### config.mk
export PLATFORM = sky130hd
export DESIGN_NAME = stfn_isqrt
export DESIGN_NICKNAME = d
export VERILOG_FILES = /design/src/rtl/stfn_pkg.sv /design/src/rtl/stfn_isqrt.sv
export SDC_FILE = /design/constraint.sdc
export NUM_CORES = 2
export LEC_CHECK = 0
export BUFFER_PORTS_ARGS = -buffer_cell sky130_fd_sc_hd__buf_2
export CORE_MARGIN = 2
export CORE_UTILIZATION = 54
export CTS_CLUSTER_DIAMETER = 80
export DETAILED_ROUTE_END_ITERATION = 10
export PLACE_DENSITY = 0.72
export SLEW_MARGIN = 15
export SYNTH_ARGS = -nofsm -noshare
export SYNTH_HDL_FRONTEND = slang
export SYNTH_MEMORY_MAX_BITS = 65536
export SYNTH_SLANG_ARGS = --single-unit
### constraint.sdc
create_clock -name aclk -period 3.5 [get_ports aclk]
set_input_delay 0.525 -clock aclk [delete_from_list [all_inputs] [get_ports aclk]]
set_output_delay 0.525 -clock aclk [all_outputs]
set_load 0.005 [all_outputs]
### src/rtl/stfn_pkg.sv
// Shared constants and rounding and saturation helpers for the surface tangent core.
// No dependencies; every rtl file imports it.
package stfn_pkg;

    localparam int DIV_STAGES = 32;   // quotient bits per divide
    localparam int DIV_LAT    = DIV_STAGES + 1;
    localparam int LEN_W      = 32;   // root of a 64-bit sum of squares
    localparam int RT_W       = 24;   // root of a 48-bit radicand
    localparam logic signed [31:0] Q30_ONE = 32'sd1073741824;

    // round to nearest, ties toward plus infinity, by 2^30
    function automatic logic signed [63:0] rsh30(input logic signed [63:0] v);
        logic signed [63:0] w;
        w = v + 64'sd536870912;
        return w >>> 30;
    endfunction

    function automatic logic [31:0] sat32(input logic signed [63:0] v);
        logic [31:0] r;
        if (v > 64'sd2147483647) begin
            r = 32'h7FFF_FFFF;
        end else if (v < -64'sd2147483648) begin
            r = 32'h8000_0000;
        end else begin
            r = v[31:0];
        end
        return r;
    endfunction

endpackage

### src/rtl/stfn_isqrt.sv
// Pipelined floor square root, one root bit per stage.
// Uses stfn_pkg only by convention.
module stfn_isqrt
    import stfn_pkg::*;
#(
    parameter int RW = 32
) (
    input  logic            aclk,
    input  logic            en,
    input  logic [2*RW-1:0] rad,
    output logic [RW-1:0]   root
);

    localparam int MW = RW + 3;

    logic [2*RW-1:0] rad_reg  [RW];
    logic [MW-1:0]   rem_reg  [RW];
    logic [RW-1:0]   root_reg [RW];
    logic [2*RW-1:0] rad_next [RW];
    logic [MW-1:0]   rem_next [RW];
    logic [RW-1:0]   root_next[RW];

    always_comb begin
        logic [2*RW-1:0] src_rad;
        logic [MW-1:0]   src_rem;
        logic [RW-1:0]   src_root;
        logic [MW-1:0]   rem_sh;
        logic [MW-1:0]   trial;
        for (int k = 0; k < RW; k++) begin
            if (k == 0) begin
                src_rad  = rad;
                src_rem  = '0;
                src_root = '0;
            end else begin
                src_rad  = rad_reg[k-1];
                src_rem  = rem_reg[k-1];
                src_root = root_reg[k-1];
            end
            rem_sh = {src_rem[MW-3:0], src_rad[2*RW-1 -: 2]};
            trial  = {1'b0, src_root, 2'b01};
            rad_next[k] = src_rad << 2;
            if (rem_sh >= trial) begin
                rem_next[k]  = rem_sh - trial;
                root_next[k] = {src_root[RW-2:0], 1'b1};
            end else begin
                rem_next[k]  = rem_sh;
                root_next[k] = {src_root[RW-2:0], 1'b0};
            end
        end
    end

    always_ff @(posedge aclk) begin
        if (en) begin
            for (int k = 0; k < RW; k++) begin
                rad_reg[k]  <= rad_next[k];
                rem_reg[k]  <= rem_next[k];
                root_reg[k] <= root_next[k];
            end
        end
    end

    assign root = root_reg[RW-1];

endmodule

* Word-level counts from Yosys, hierarchy flattened
Memory sizes are Yosys's and may differ from the RTL's.
Cells that the tools add are included.
** Cells by class
- Divide/modulo/power cells :: 0
- Mux-type cells :: 66
- Reduce and logical (&&, ||, !) cells :: 0
- Order comparisons :: 32
- Bitwise gates (word level) :: 0
- Equality and inequality tests :: 0
- Multipliers :: 0
- $add $sub $neg :: 32
- Shift-type cells :: 0
** Operators with widths (count)
- 35-bit 2-to-1 mux :: 32
- 35-bit by 34-bit >= comparator with 1-bit output :: 31
- 35-bit by 34-bit subtractor with 35-bit output :: 31
- 1-bit 2-to-1 mux :: 34
- 2-bit by 1-bit subtractor with 3-bit output, second input constant :: 1
- 2-bit by 1-bit >= comparator with 1-bit output, second input constant :: 1
** Word-level totals
- Bits in registers :: 0
- Output and inout port bits :: 32
- Memory bits (writable) :: 4128
- Logic and storage cells :: 133
- Bits in read-only memories :: 0
- Memories :: 3
- Latch bits :: 0
** Memory list
- rad_reg :: depth 32, bits a word 62, read ports 31, clocked after memory_dff 0, write ports 32, RTL line stfn_isqrt.sv:16 : logic [2*RW-1:0] rad_reg [RW];
- rem_reg :: depth 32, bits a word 35, read ports 31, clocked after memory_dff 0, write ports 32, RTL line stfn_isqrt.sv:17 : logic [MW-1:0] rem_reg [RW];
- root_reg :: depth 32, bits a word 32, read ports 32, clocked after memory_dff 0, write ports 32, RTL line stfn_isqrt.sv:18 : logic [RW-1:0] root_reg [RW];

* Longest topological paths before layout
An unclocked memory read counts as a cell.
- Word-level depth :: 3
- Mapped depth :: 15

* Worst setup path after synthesis
OpenSTA, ideal clock, no wires.
- Path type :: register -> register
- Start point :: memory rem_reg[1][393] (netlist name)
- End point :: memory rem_reg[1][421] (netlist name) (data pin)
- Cell stages (with the launch flop) :: 12
- Required time :: 3.233 ns
- Data arrival time :: 3.033 ns
- Setup time :: 0.267 ns
- Path buffers :: 2
- Setup slack :: 0.200 ns
- Period minus slack after synthesis :: 3.300 ns
- Path through :: edfxtp_1 > ha_1 > a21o_1 > a221oi_1 > nor3b_1 > a21oi_1 > a31oi_1 > nor2_1 > nor3_1 > clkbuf_1 > clkbuf_1 > o21ai_0
** RTL lines (RTL line)
- start: declaration :: stfn_isqrt.sv:17

==> results.ini <==
[layout]
diodes = 0
final_cell_mix = edfxtp_1 (2,494), inv_1 (699), nand2_1 (632)
syn2layout_area_growth_pct = 13.51
num-fill-cells = 16300
drive_gt1_share_pct = 10.19
largest_register_ffs = 992
final_nets = 10270
final_common_cell = edfxtp_1

[timing]
period_minus_slack_ns = 3.424
fmax_mhz = 292.0
hold_viol_final = 0
finalSetupViolCount = 0
worst_pin_slew_ns = 0.8105
rsz0062_at_grt = yes
finalSetupTns_ns = 0
slew_viol_final = 0
max-slew-margin-rel_pct = 45.55
worst_slack_ns = 0.07566
finalCritPeriodShare_pct = 97.84
fin_skew_ns = 0.08375

[synthesis]
synth.distinct_cells = 98
ys_ff_latch = 2494
synthArstFlopShare_pct = 0
synth.avg_cell_area_um2 = 12.87
synth_edf_count = 2494
synth_area_mm2 = 0.1165
ys.warnings.count = 0
synth_flop_cell = edfxtp_1
syn_nets = 9676
syn_inst = 9049
yosysSeqAreaShare_pct = 64.30

[critical_path]
r2r_start = rem_reg[0][220]
critPathRequiredTime_ns = 4.19
crit_path_max_incr_delay_ns = 0.58
crit_top_cell = or4_1
rrSetupSlack_ns = 0.08
cp-startpoint = rem_reg[0][220]
arrival_ns = 4.11
path_max_fanout = 11
slowest_stage = or4_1
start_kind = flip-flop
r2r_end = rem_reg[0][256]
r2r_cells = 9
worstPathCellList = or4_1, or3_1, or4_1, or3_4, a2111oi_4, buf_4, buf_6, nor2_1, mux2_2
path_class = flip-flop to flip-flop
crit_path_end_kind = flip-flop

[global_route]
grt_antenna_before_repair = 1
grt_max_degree = 111
grt-ovfl-total = 0
grt_util_all_layers_pct = 22.24
grt_pass1_wl_um = 386000
grt_pass1_vias = 70550

[hold_path]
whs_endpoint = rem_reg[0][220]
hold_class = input pin to flip-flop
min-delay-start = en
hold_depth = 1

[clocking]
clock_path_buffers = 4
cts.sinks = 2494
cts_tree = built
root_buffer = clkbuf_16
cts_max_level = 5
cts_made_buffers = 279
clkTransAtPathRegs_ns = 0.06
clock_latency_ns = 0.94

[power_and_ir_drop]
pwr-share-comb_pct = 21.6
clkPwrFrac_pct = 31.8
p_sw_mw = 24.36
p_sw_share_pct = 28.23
leakage_nw = 50.99
peakVddDrop_v = 0.0005641
power_density_mw_per_mm2 = 652.9
power.internal_mw = 61.95
power.share.sequential_pct = 46.7

[floorplan]
ioPinCount = 98
die_area_mm2 = 0.2194
coreArea_mm2 = 0.2144
die_w_um = 468.4
initial_core_util_pct = 54.32
die_y_um = 468.4
rows = 170

[routing]
first_pass_iters = 6
vias_per_cell = 5.671
drtAntennaViolNets = 0
detail_route.wl_per_cell_um = 19.48
first_iter_violations = 5775
drc = 0
routed_wl_um = 246800
vias = 71870

[placed_design]
port_buffers = 97
globalplace.congestion = 0.9081
place_worst_setup_slack_ns = 0.01505
dp_hpwl_um = 178200

[outcome]
status = complete, no violations

[run]
drv_cap = 0

cells by family after synthesis:
| family | synth area share, % |
|---|---|
| adders and majority gates | 6.026 |
| xor gates and xnor gates | 5.918 |
| other | 0.003220 |
| muxes | 0.7627 |
| and+or+nand+nor | 10.20 |
| AOI/OAI and AO/OA | 9.905 |
| buffers and inverters | 2.882 |
| DFF | 64.30 |
routing by layer:
metal | GRT usage (%) | wire length [µm]
met5 | 0 | 0
met4 | 7.883 | 8618
met3 | 2.786 | 9920
met2 | 38.32 | 122800
met1 | 29.06 | 105500
repair_timing:
| action | in CTS | in global routing |
|---|---|---|
| resized for setup | 0 | 56 |
| hold endpoints to repair | 65 | 0 |
| buffers inserted | 0 | 4 |
| endpoints found under the setup margin | 0 | 152 |
| hold buffers | 65 | 0 |
through the flow:
stage	area [µm²]	utilization [%]	cells	power (mW)	hold WS, ns
floorplan	116500	-	9049	52.49	0.4003
CTS	131900	61.53	12670	86.78	0.1007
global route	132200	61.66	12670	90.53	0.1281
detailed placement	122800	57.27	12130	59.05	0.4045
global placement	122800	57.27	12130	58.79	0.4003
finish	132200	61.66	12670	86.31	0.1465
layout make-up:
type	count	area [µm²]	area share, %
Inverter	705	2648	2.003
Multi-Input combinational cell	5670	38520	29.14
Timing Repair Buffer	497	4120	3.117
Clock inverter	135	1184	0.8953
Tap cell	2838	3551	2.686
Clock buffer	333	7291	5.515
Sequential cell	2494	74890	56.65
worst max-delay path: cells and delay by family, from the launching register on:
| family | cells | cell delay [ns] |
|---|---|---|
| AO/OA/AOI/OAI | 1 | 0.33 |
| flip-flops | 1 | 0.41 |
| buffers and inverters | 2 | 0.30 |
| multiplexers | 1 | 0.25 |
| AND/OR/NAND/NOR | 5 | 1.88 |
Yosys cell counts (36+ instances only):
cell type / n / area (µm²)
o31ai_1: 64 / 480.5
ha_1: 561 / 7019
mux2_2: 70 / 788.3
or4_1: 67 / 503.0
and3_1: 64 / 400.4
or3_1: 101 / 631.9
o21ai_0: 527 / 2638
a21oi_1: 531 / 2658
a211oi_1: 40 / 300.3
nor4_1: 117 / 732.0
a31oi_1: 58 / 362.9
nand2b_1: 114 / 713.2
nand4_1: 85 / 531.8
o21bai_1: 47 / 352.8
nor3_1: 220 / 1101
o211ai_1: 39 / 292.8
clkbuf_1: 159 / 596.8
inv_1: 699 / 2624
nor2_1: 544 / 2042
nand3_1: 155 / 775.7
edfxtp_1: 2494 / 74890
o21a_1: 98 / 735.7
a21o_1: 232 / 1742
nand2_1: 633 / 2376
or2_2: 36 / 225.2
and2_1: 40 / 250.2
xnor2_1: 391 / 3425
xor2_1: 396 / 3468
nor2b_1: 77 / 481.7
power groups by stage:
stage                     clock network (mW)  registers (mW)  logic (mW)
after CTS                               28.1            40.3        18.4
after detailed placement                   0            40.8        18.2
after floorplan                            0            39.6        12.9
after global routing                    29.2            40.6        20.7
after global placement                     0            40.8        18.0
final                                   27.4            40.3        18.6
how the worst max path moves through the flow:
stage,endpoint,slack [ns],cells after the start
6_report,rem_reg[0][256],0.08,9
5_1_grt,rem_reg[1][130],-0.05,11
2_1_floorplan,rem_reg[1][421],0.20,11
3_5_place_dp,rem_reg[0][551],0.02,9
3_3_place_gp,rem_reg[0][199],0.13,9
4_1_cts,rem_reg[0][551],0.0009,9
(Power assumes the default switching activity.)
