<file path="src/rtl/stfn_pkg.sv">
// Shared constants and rounding and saturation helpers for the surface tangent core.
// No dependencies; every rtl file imports it.
package stfn_pkg;

    localparam int DIV_STAGES = 32;   // quotient bits per divide
    localparam int DIV_LAT    = DIV_STAGES + 1;
    localparam int LEN_W      = 32;   // root of a 64-bit sum of squares
    localparam int RT_W       = 24;   // root of a 48-bit radicand
    localparam logic signed [31:0] Q30_ONE = 32'sd1073741824;

    // round to nearest, ties toward plus infinity, by 2^30
    function automatic logic signed [63:0] rsh30(input logic signed [63:0] v);
        logic signed [63:0] w;
        w = v + 64'sd536870912;
        return w >>> 30;
    endfunction

    function automatic logic [31:0] sat32(input logic signed [63:0] v);
        logic [31:0] r;
        if (v > 64'sd2147483647) begin
            r = 32'h7FFF_FFFF;
        end else if (v < -64'sd2147483648) begin
            r = 32'h8000_0000;
        end else begin
            r = v[31:0];
        end
        return r;
    endfunction

endpackage

</file>
<file path="src/rtl/stfn_delay.sv">
// Enable-gated delay line with a reset valid lane.
// Uses stfn_pkg only by convention.
module stfn_delay
    import stfn_pkg::*;
#(
    parameter int W     = 8,
    parameter int DEPTH = 4
) (
    input  logic         aclk,
    input  logic         aresetn,
    input  logic         en,
    input  logic         in_valid,
    input  logic [W-1:0] in_data,
    output logic         out_valid,
    output logic [W-1:0] out_data
);

    logic [DEPTH-1:0] valid_reg;
    logic [W-1:0]     data_reg [DEPTH];

    always_ff @(posedge aclk) begin
        if (!aresetn) begin
            valid_reg <= '0;
        end else if (en) begin
            valid_reg[0] <= in_valid;
            for (int k = 1; k < DEPTH; k++) begin
                valid_reg[k] <= valid_reg[k-1];
            end
        end
    end

    always_ff @(posedge aclk) begin
        if (en) begin
            data_reg[0] <= in_data;
            for (int k = 1; k < DEPTH; k++) begin
                data_reg[k] <= data_reg[k-1];
            end
        end
    end

    assign out_valid = valid_reg[DEPTH-1];
    assign out_data  = data_reg[DEPTH-1];

endmodule

</file>
<file path="config.mk">
export PLATFORM = sky130hd
export DESIGN_NAME = stfn_delay
export DESIGN_NICKNAME = d
export VERILOG_FILES = /design/src/rtl/stfn_pkg.sv /design/src/rtl/stfn_delay.sv
export SDC_FILE = /design/constraint.sdc
export NUM_CORES = 1
export LEC_CHECK = 0
export BUFFER_PORTS_ARGS = -buffer_cell sky130_fd_sc_hd__clkbuf_2
export CELL_PAD_IN_SITES_DETAIL_PLACEMENT = 1
export CELL_PAD_IN_SITES_GLOBAL_PLACEMENT = 2
export CORE_MARGIN = 4
export CORE_UTILIZATION = 43
export DETAILED_ROUTE_END_ITERATION = 8
export PLACE_DENSITY_LB_ADDON = 0.2
export SYNTH_ARGS = -nofsm -noshare
export SYNTH_HDL_FRONTEND = slang
export SYNTH_SLANG_ARGS = --single-unit
</file>
<file path="constraint.sdc">
create_clock -name aclk -period 1.5 [get_ports aclk]
set_input_delay 0.15 -clock aclk [delete_from_list [all_inputs] [get_ports aclk]]
set_output_delay 0.15 -clock aclk [all_outputs]
set_load 0.1 [all_outputs]
</file>
Yosys cells after proc, flatten, opt, wreduce, memory -nomap -nowiden

Memories as Yosys holds them, arrays and structs flattened.
Cells that the tools add are included.

Multiplexer cells: 2

Operator list:

| cell              | count |
|---|---|
| 1-bit two-way mux | 2 |

Flip-flop bits (word level): 4
Bits in writable memories: 32
Output and inout bits: 9
Memories: 1

Memories:

| name     | depth | bits a word | rd ports | clocked after Yosys merged registers in | write ports | line             | source |
|---|---|---|---|---|---|---|---|
| data_reg | 4     | 8           | 4        | 0                                       | 4           | stfn_delay.sv:19 | `logic [W-1:0] data_reg [DEPTH];` |

Longest topological paths before layout

Gate-level depths: netlist of the first run.

Depth in word-level cells: 2
Depth in mapped cells: 3

Least setup slack after synthesis of the first run

No wires, ideal clock.

Kind: reg-to-reg
Start: register valid_reg[3] (netlist name)
End: register valid_reg[3]
Setup time: 0.067 ns
Arrival: 1.194 ns
Data required time: 1.433 ns
Slack: 0.239 ns
Cell stages (with the launch flop): 3
Path buffers: 0
Cell sequence: dfxtp_1 -> mux2i_1 -> nor2b_1

RTL lines:

| element                        | line             | source |
|---|---|---|
| end signal: indexed assignment | stfn_delay.sv:27 | `valid_reg[k] <= valid_reg[k-1];` |
| end: declaration               | stfn_delay.sv:18 | `logic [DEPTH-1:0] valid_reg;` |

Worst setup path in the final report of the first run

Start: register valid_reg[3]
End: output out_valid

RTL lines:

| element          | line             | source |
|---|---|---|
| end: declaration | stfn_delay.sv:14 | `output logic out_valid,` |

No word-level cell between the ends.

==> results of run 1 <==
==> cell type report <==
class	count	area, µm²
flip-flops and latches	36	1040
clock inverters	1	3.75
clock buffers	7	45.0
repair buffers	29	200
multi-input cells	8	65.1
well taps	30	37.5
fillers	239	1080
==> final timing paths <==
path | start | end | slack, ns | cells past startpoint
hold reg to reg | data_reg[1][6] | data_reg[2][6] | 0.43 | 0
setup / recovery | valid_reg[3] | out_valid | 0.23 | 1
hold / removal | aresetn | valid_reg[0] | 0.08 | 2
setup reg to reg | valid_reg[1] | valid_reg[1] | 0.85 | 2
==> where the power goes <==
group	internal, µW	switching, µW
clock	180	274
combinational	41.8	122
sequential	1160	15.3
total	1380	412
==> layout by cell type (no fill, tap or decap), drive strengths merged <==
cell / n
edfxtp: 32
clkbuf: 27
dlygate4sd3: 8
mux2i: 4
nor2b: 4
dfxtp: 4
clkinv: 1
buf: 1
==> per-stage QoR <==
stage                     utilization, %  cell area (µm²)  std cells  hold WS, ns  power [µW]
after floorplan                        -             1120         45        0.249        1300
after global placement              51.0             1260         95        0.328        1340
after detailed placement            51.0             1260         95        0.329        1350
after CTS                           56.2             1390        111       0.0750        1820
after global routing                56.2             1390        111       0.0953        1880
final                               56.2             1390        111       0.0834        1790
==> cell families (layout without fill, tap and decap cells) <==
kind of cell           Yosys count  after routing  synth area share [%]
flip-flops                      36             36                  93.2
multiplexers                     4              4                  3.58
AND/OR/NAND/NOR                  4              4                  2.24
buffers and inverters            1             37                  1.01
==> metal layers <==
layer,vias up,global-route usage [%],share of wire (%)
met5,-,0,0
met4,0,6.80,1.6
met3,3,4.79,8.8
met2,22,15.6,47
met1,225,12.1,43
li1,242,-,-
==> metrics.txt, run 1 <==
Worst Hold Class=input port to flip-flop; Die Area=0.00348 mm²; Vias=492; status=complete, no violations; initial antenna violation count=0; pre-CTS setup slack=0.469 ns; Tcrit/Tclk final=84.5%; Leak=0.000527 µW; Die H=59.0 µm; most common cell in the netlist=edfxtp_1; Max Cap Viol=0; worst-path fanout max=2; ys flop type=edfxtp_1; VDD IR-drop max=0.000779 V; routed length per instance=12.7 µm; final worst setup slack=0.232 ns; Worst EP required=1.35 ns; row count=18; total CTS buffers=5; top cells by count, synth=edfxtp_1, dfxtp_1, mux2i_1, nor2b_1, buf_6; first-pass GRT wire length=2470 µm; Yosys top cell area share=86.0%; DRC errors left=0; ANT nets after route=0; # diodes=0; grt ovf=0; gpl congestion=0.633; Slew Limit Fails=0; io pins=21; number of register bits inferred by synthesis=36; Synth Cell Area=0.00112 mm²; largest net degree at the start of global routing=24; pwr/cell area=1290 mW/mm²; Starting Density=45.1%; Synth async-reset ratio=0%; largest area contributor in the netlist=edfxtp_1; layout cells sized above 1=32.1%; Post-CTS Repair Setup Buffers=0; Port Buffers=20; worst-path cell chain=clkbuf_2; clock skew=0.0125 ns; Slowest-stage cell, CP=clkbuf_2; GRT Util Overall=10.4%; Netlist cell types=5; area grow syn2layout=24.6%; critical path startpoint category=flip-flop; Syn Nets=57; PostCTS Resize Cnt=0; synth warn=0; Starting DRT DRC Count=5; unrepaired setup endpoints after global routing=false; critical path's largest stage delay=0.46 ns; Hold Vio Cnt, Final=0; H-tree Lvls=2; CTS Hold Buffers Added=8; Fmax=789 MHz; vias per inst=4.43; DRT Pass-1 Iters=3; Critical Setup Path Class=flip-flop to primary output; max reg flops=32; final wirelength=1410 µm; min cycle time layout=1.27 ns; ranking of synthesized cells by area=edfxtp_1, dfxtp_1, mux2i_1, nor2b_1, buf_6; worst rel slew slack=63.9%; element type at the critical path end=primary output; Worst Path Arrival=1.12 ns; CTS Root Cell=clkbuf_4; register area share after synthesis=93.2%; Bufs on Longest Clock Path=2; syn_area_per_cell=24.8 µm²; Clk Latency, worst-skew pair=0.32 ns; clock sink count=36; Syn Inst Count=45; Placeable Area=0.00248 mm²; clock-pin slew on the worst setup and hold paths=0.10 ns; Post-synth EDFFs=32; kind of cell adding the most delay to the critical path=buffers and inverters; vias in the first global route=556; worst-margin pin slew=0.543 ns; Final Setup Violations=0; setup TNS=0 ns; worst path buffer plus inverter count=1; Die W=59.0 µm; CTS tree=done; nets@finish=92
No activity file was read; power rests on OpenSTA's default activity.
==> run 2, diff against run 1 <==
--- a/config.mk
+++ b/config.mk
@@ -5,11 +5,12 @@
 export SDC_FILE = /design/constraint.sdc
 export NUM_CORES = 1
 export LEC_CHECK = 0
+export ABC_AREA = 1
 export BUFFER_PORTS_ARGS = -buffer_cell sky130_fd_sc_hd__clkbuf_2
 export CELL_PAD_IN_SITES_DETAIL_PLACEMENT = 1
 export CELL_PAD_IN_SITES_GLOBAL_PLACEMENT = 2
 export CORE_MARGIN = 4
-export CORE_UTILIZATION = 43
+export CORE_UTILIZATION = 34
 export DETAILED_ROUTE_END_ITERATION = 8
 export PLACE_DENSITY_LB_ADDON = 0.2
 export SYNTH_ARGS = -nofsm -noshare
==> constraint.sdc (replaced) <==
create_clock -name aclk -period 1.1 [get_ports aclk]
set_input_delay 0.11 -clock aclk [delete_from_list [all_inputs] [get_ports aclk]]
set_output_delay 0.11 -clock aclk [all_outputs]
set_load 0.1 [all_outputs]
==> metrics.txt, run 2 <==
Slowest-stage cell, CP=edfxtp_1; CTS tree=done; Max Cap Viol=0; pwr/cell area=1650 mW/mm²; Final HPWL DP=899 µm; ANT nets after route=0; switching power=607 µW; Yosys top cell area share=85.2%; Die H=65.6 µm; unrepaired setup endpoints after global routing=true; most frequent cells in the layout=edfxtp_1, clkbuf_2, buf_12; total CTS buffers=5; P_int=1960 µW; critical path startpoint category=flip-flop; Synth async-reset ratio=0%; worst-margin pin slew=0.198 ns; Sw Ratio=23.7%; number of register bits inferred by synthesis=36; Port Buffers=20; row count=20; register area share after synthesis=92.3%; top cells by count, synth=edfxtp_1, nand2_1, nor2_1, dfxtp_1, inv_1; Design Power=2560 µW; Fin Hold WS=0.0352 ns; min cycle time layout=1.06 ns; H-tree Lvls=2; Worst EP required=0.99 ns; Syn Inst Count=57; clock group share of total power=24.6%; Syn Nets=69; initial antenna violation count=0; VDD IR-drop max=0.000928 V; fill cell count=315; combinational share of power=12.1%; most common cell in the netlist=edfxtp_1; Tcrit/Tclk final=95.9%; vias per inst=4.01; worst-path cell chain=buf_12; kind of cell adding the most delay to the critical path=flip-flops; clock-pin slew on the worst setup and hold paths=0.10 ns; syn_area_per_cell=19.8 µm²; DRT Pass-1 Iters=4; post-synthesis xor/xnor area fraction=0%; Starting DRT DRC Count=3; routed length per instance=10.5 µm; largest family of logic cells by synthesized area=simple AND/OR/NAND/NOR gates; DRC errors left=0; mux share of post-synthesis cell area=0%; worst path buffer plus inverter count=1; Slew Limit Fails=0; Die W=65.6 µm; ranking of synthesized cells by area=edfxtp_1, dfxtp_1, nand2_1, nor2_1, inv_1; Die Area=0.00430 mm²; grt ovf=0; ys flop type=edfxtp_1; Synth Area in Adders=0%; vias in the first global route=527; final wirelength=1440 µm; CTS Root Cell=clkbuf_4; GRT Util Overall=8.29%; area grow syn2layout=38.2%; Hold Vio Cnt, Final=0; Worst Hold Class=input port to flip-flop; Critical Setup Path Class=flip-flop to primary output; first-pass GRT wire length=2490 µm; # diodes=0; clock skew=0.00907 ns; Post-CTS Repair Setup Buffers=0; setup TNS=0 ns; PostCTS Resize Cnt=0; Clk Latency, worst-skew pair=0.32 ns; max reg flops=32; Post-synth EDFFs=32; worst-path fanout max=1; simple-gate portion of the synthesized area=5.33%; worst rel slew slack=86.8%; pre-CTS setup slack=0.340 ns; Starting Density=36.3%; Worst Path Arrival=0.95 ns; status=complete, no violations; gpl congestion=0.607; nets@finish=104; Synth Cell Area=0.00113 mm²; Bufs on Longest Clock Path=2; commonest non-fill, non-tap cell in the layout=edfxtp_1; io pins=21; clock sink count=36; final worst setup slack=0.0448 ns; layout cells sized above 1=30.1%; largest net degree at the start of global routing=41; Placeable Area=0.00310 mm²; element type at the critical path end=primary output; Leak=0.000600 µW; sequential share of power=63.3%; Netlist cell types=6; synth warn=0; Final Setup Violations=0; largest area contributor in the netlist=edfxtp_1; Vias=549; Synth Area in Compound Gates=0%; r2r setup slk=0.46 ns; Fmax=948 MHz; critical path's largest stage delay=0.43 ns; utilization after layout=50.2%
==> run 2: changes by cell type after synthesis, sizes merged <==
cell   delta
inv       +4
mux2i     -4
nand2     +8
nor2      +8
nor2b     -4
==> run 2: logic make-up after synthesis <==
logic type             Yosys count
flip-flops                      36
AND/OR/NAND/NOR                 16
buffers and inverters            5
==> run 2: final timing paths <==
kind / start / end / depth (start not counted)
hold reg to reg: data_reg[1][0] / data_reg[2][0] / 0
hold / removal: aresetn / valid_reg[3] / 3
setup / recovery: data_reg[3][0] / out_data[0] / 1
setup reg to reg: data_reg[1][7] / data_reg[2][7] / 0
==> run 2: final cells by class <==
type                    instances  area (µm²)  share of cell area (%)
inverters                       4        15.0                   0.964
well taps                      44        55.1                    3.53
multi-input cells              16        60.1                    3.86
repair buffers                 29         335                    21.5
flip-flops and latches         36        1040                    66.9
clock buffers                   7        45.0                    2.89
clock inverters                 1        5.00                   0.321
==> run 2: power groups by stage <==
stage	clock [µW]	combinational (µW)	sequential [µW]
finish	630	310	1620
global route	745	328	1630
CTS	673	313	1630
detailed placement	0	291	1660
global placement	0	287	1650
floorplan	0	24.6	1780
==> run 2: metrics by stage <==
step	cell area, µm²	std cells
global placement	1430	121
global route	1560	137
CTS	1560	137
floorplan	1130	57
finish	1560	137
detailed placement	1430	121
==> run 2: metal layers <==
layer	global-route usage (%)	part of all wire, %	wire length, µm	vias to the layer above
met5	0	0	0	-
met4	4.66	3.0	44	0
met3	4.62	7.8	112	6
met2	12.0	47	674	21
met1	9.63	43	614	253
li1	-	-	-	269
==> run 2: repair_timing <==
action | 4_1_cts | 5_1_grt
endpoints found under the hold margin | 8 | 0
setup endpoints to repair | 0 | 6
hold buffers | 8 | 0
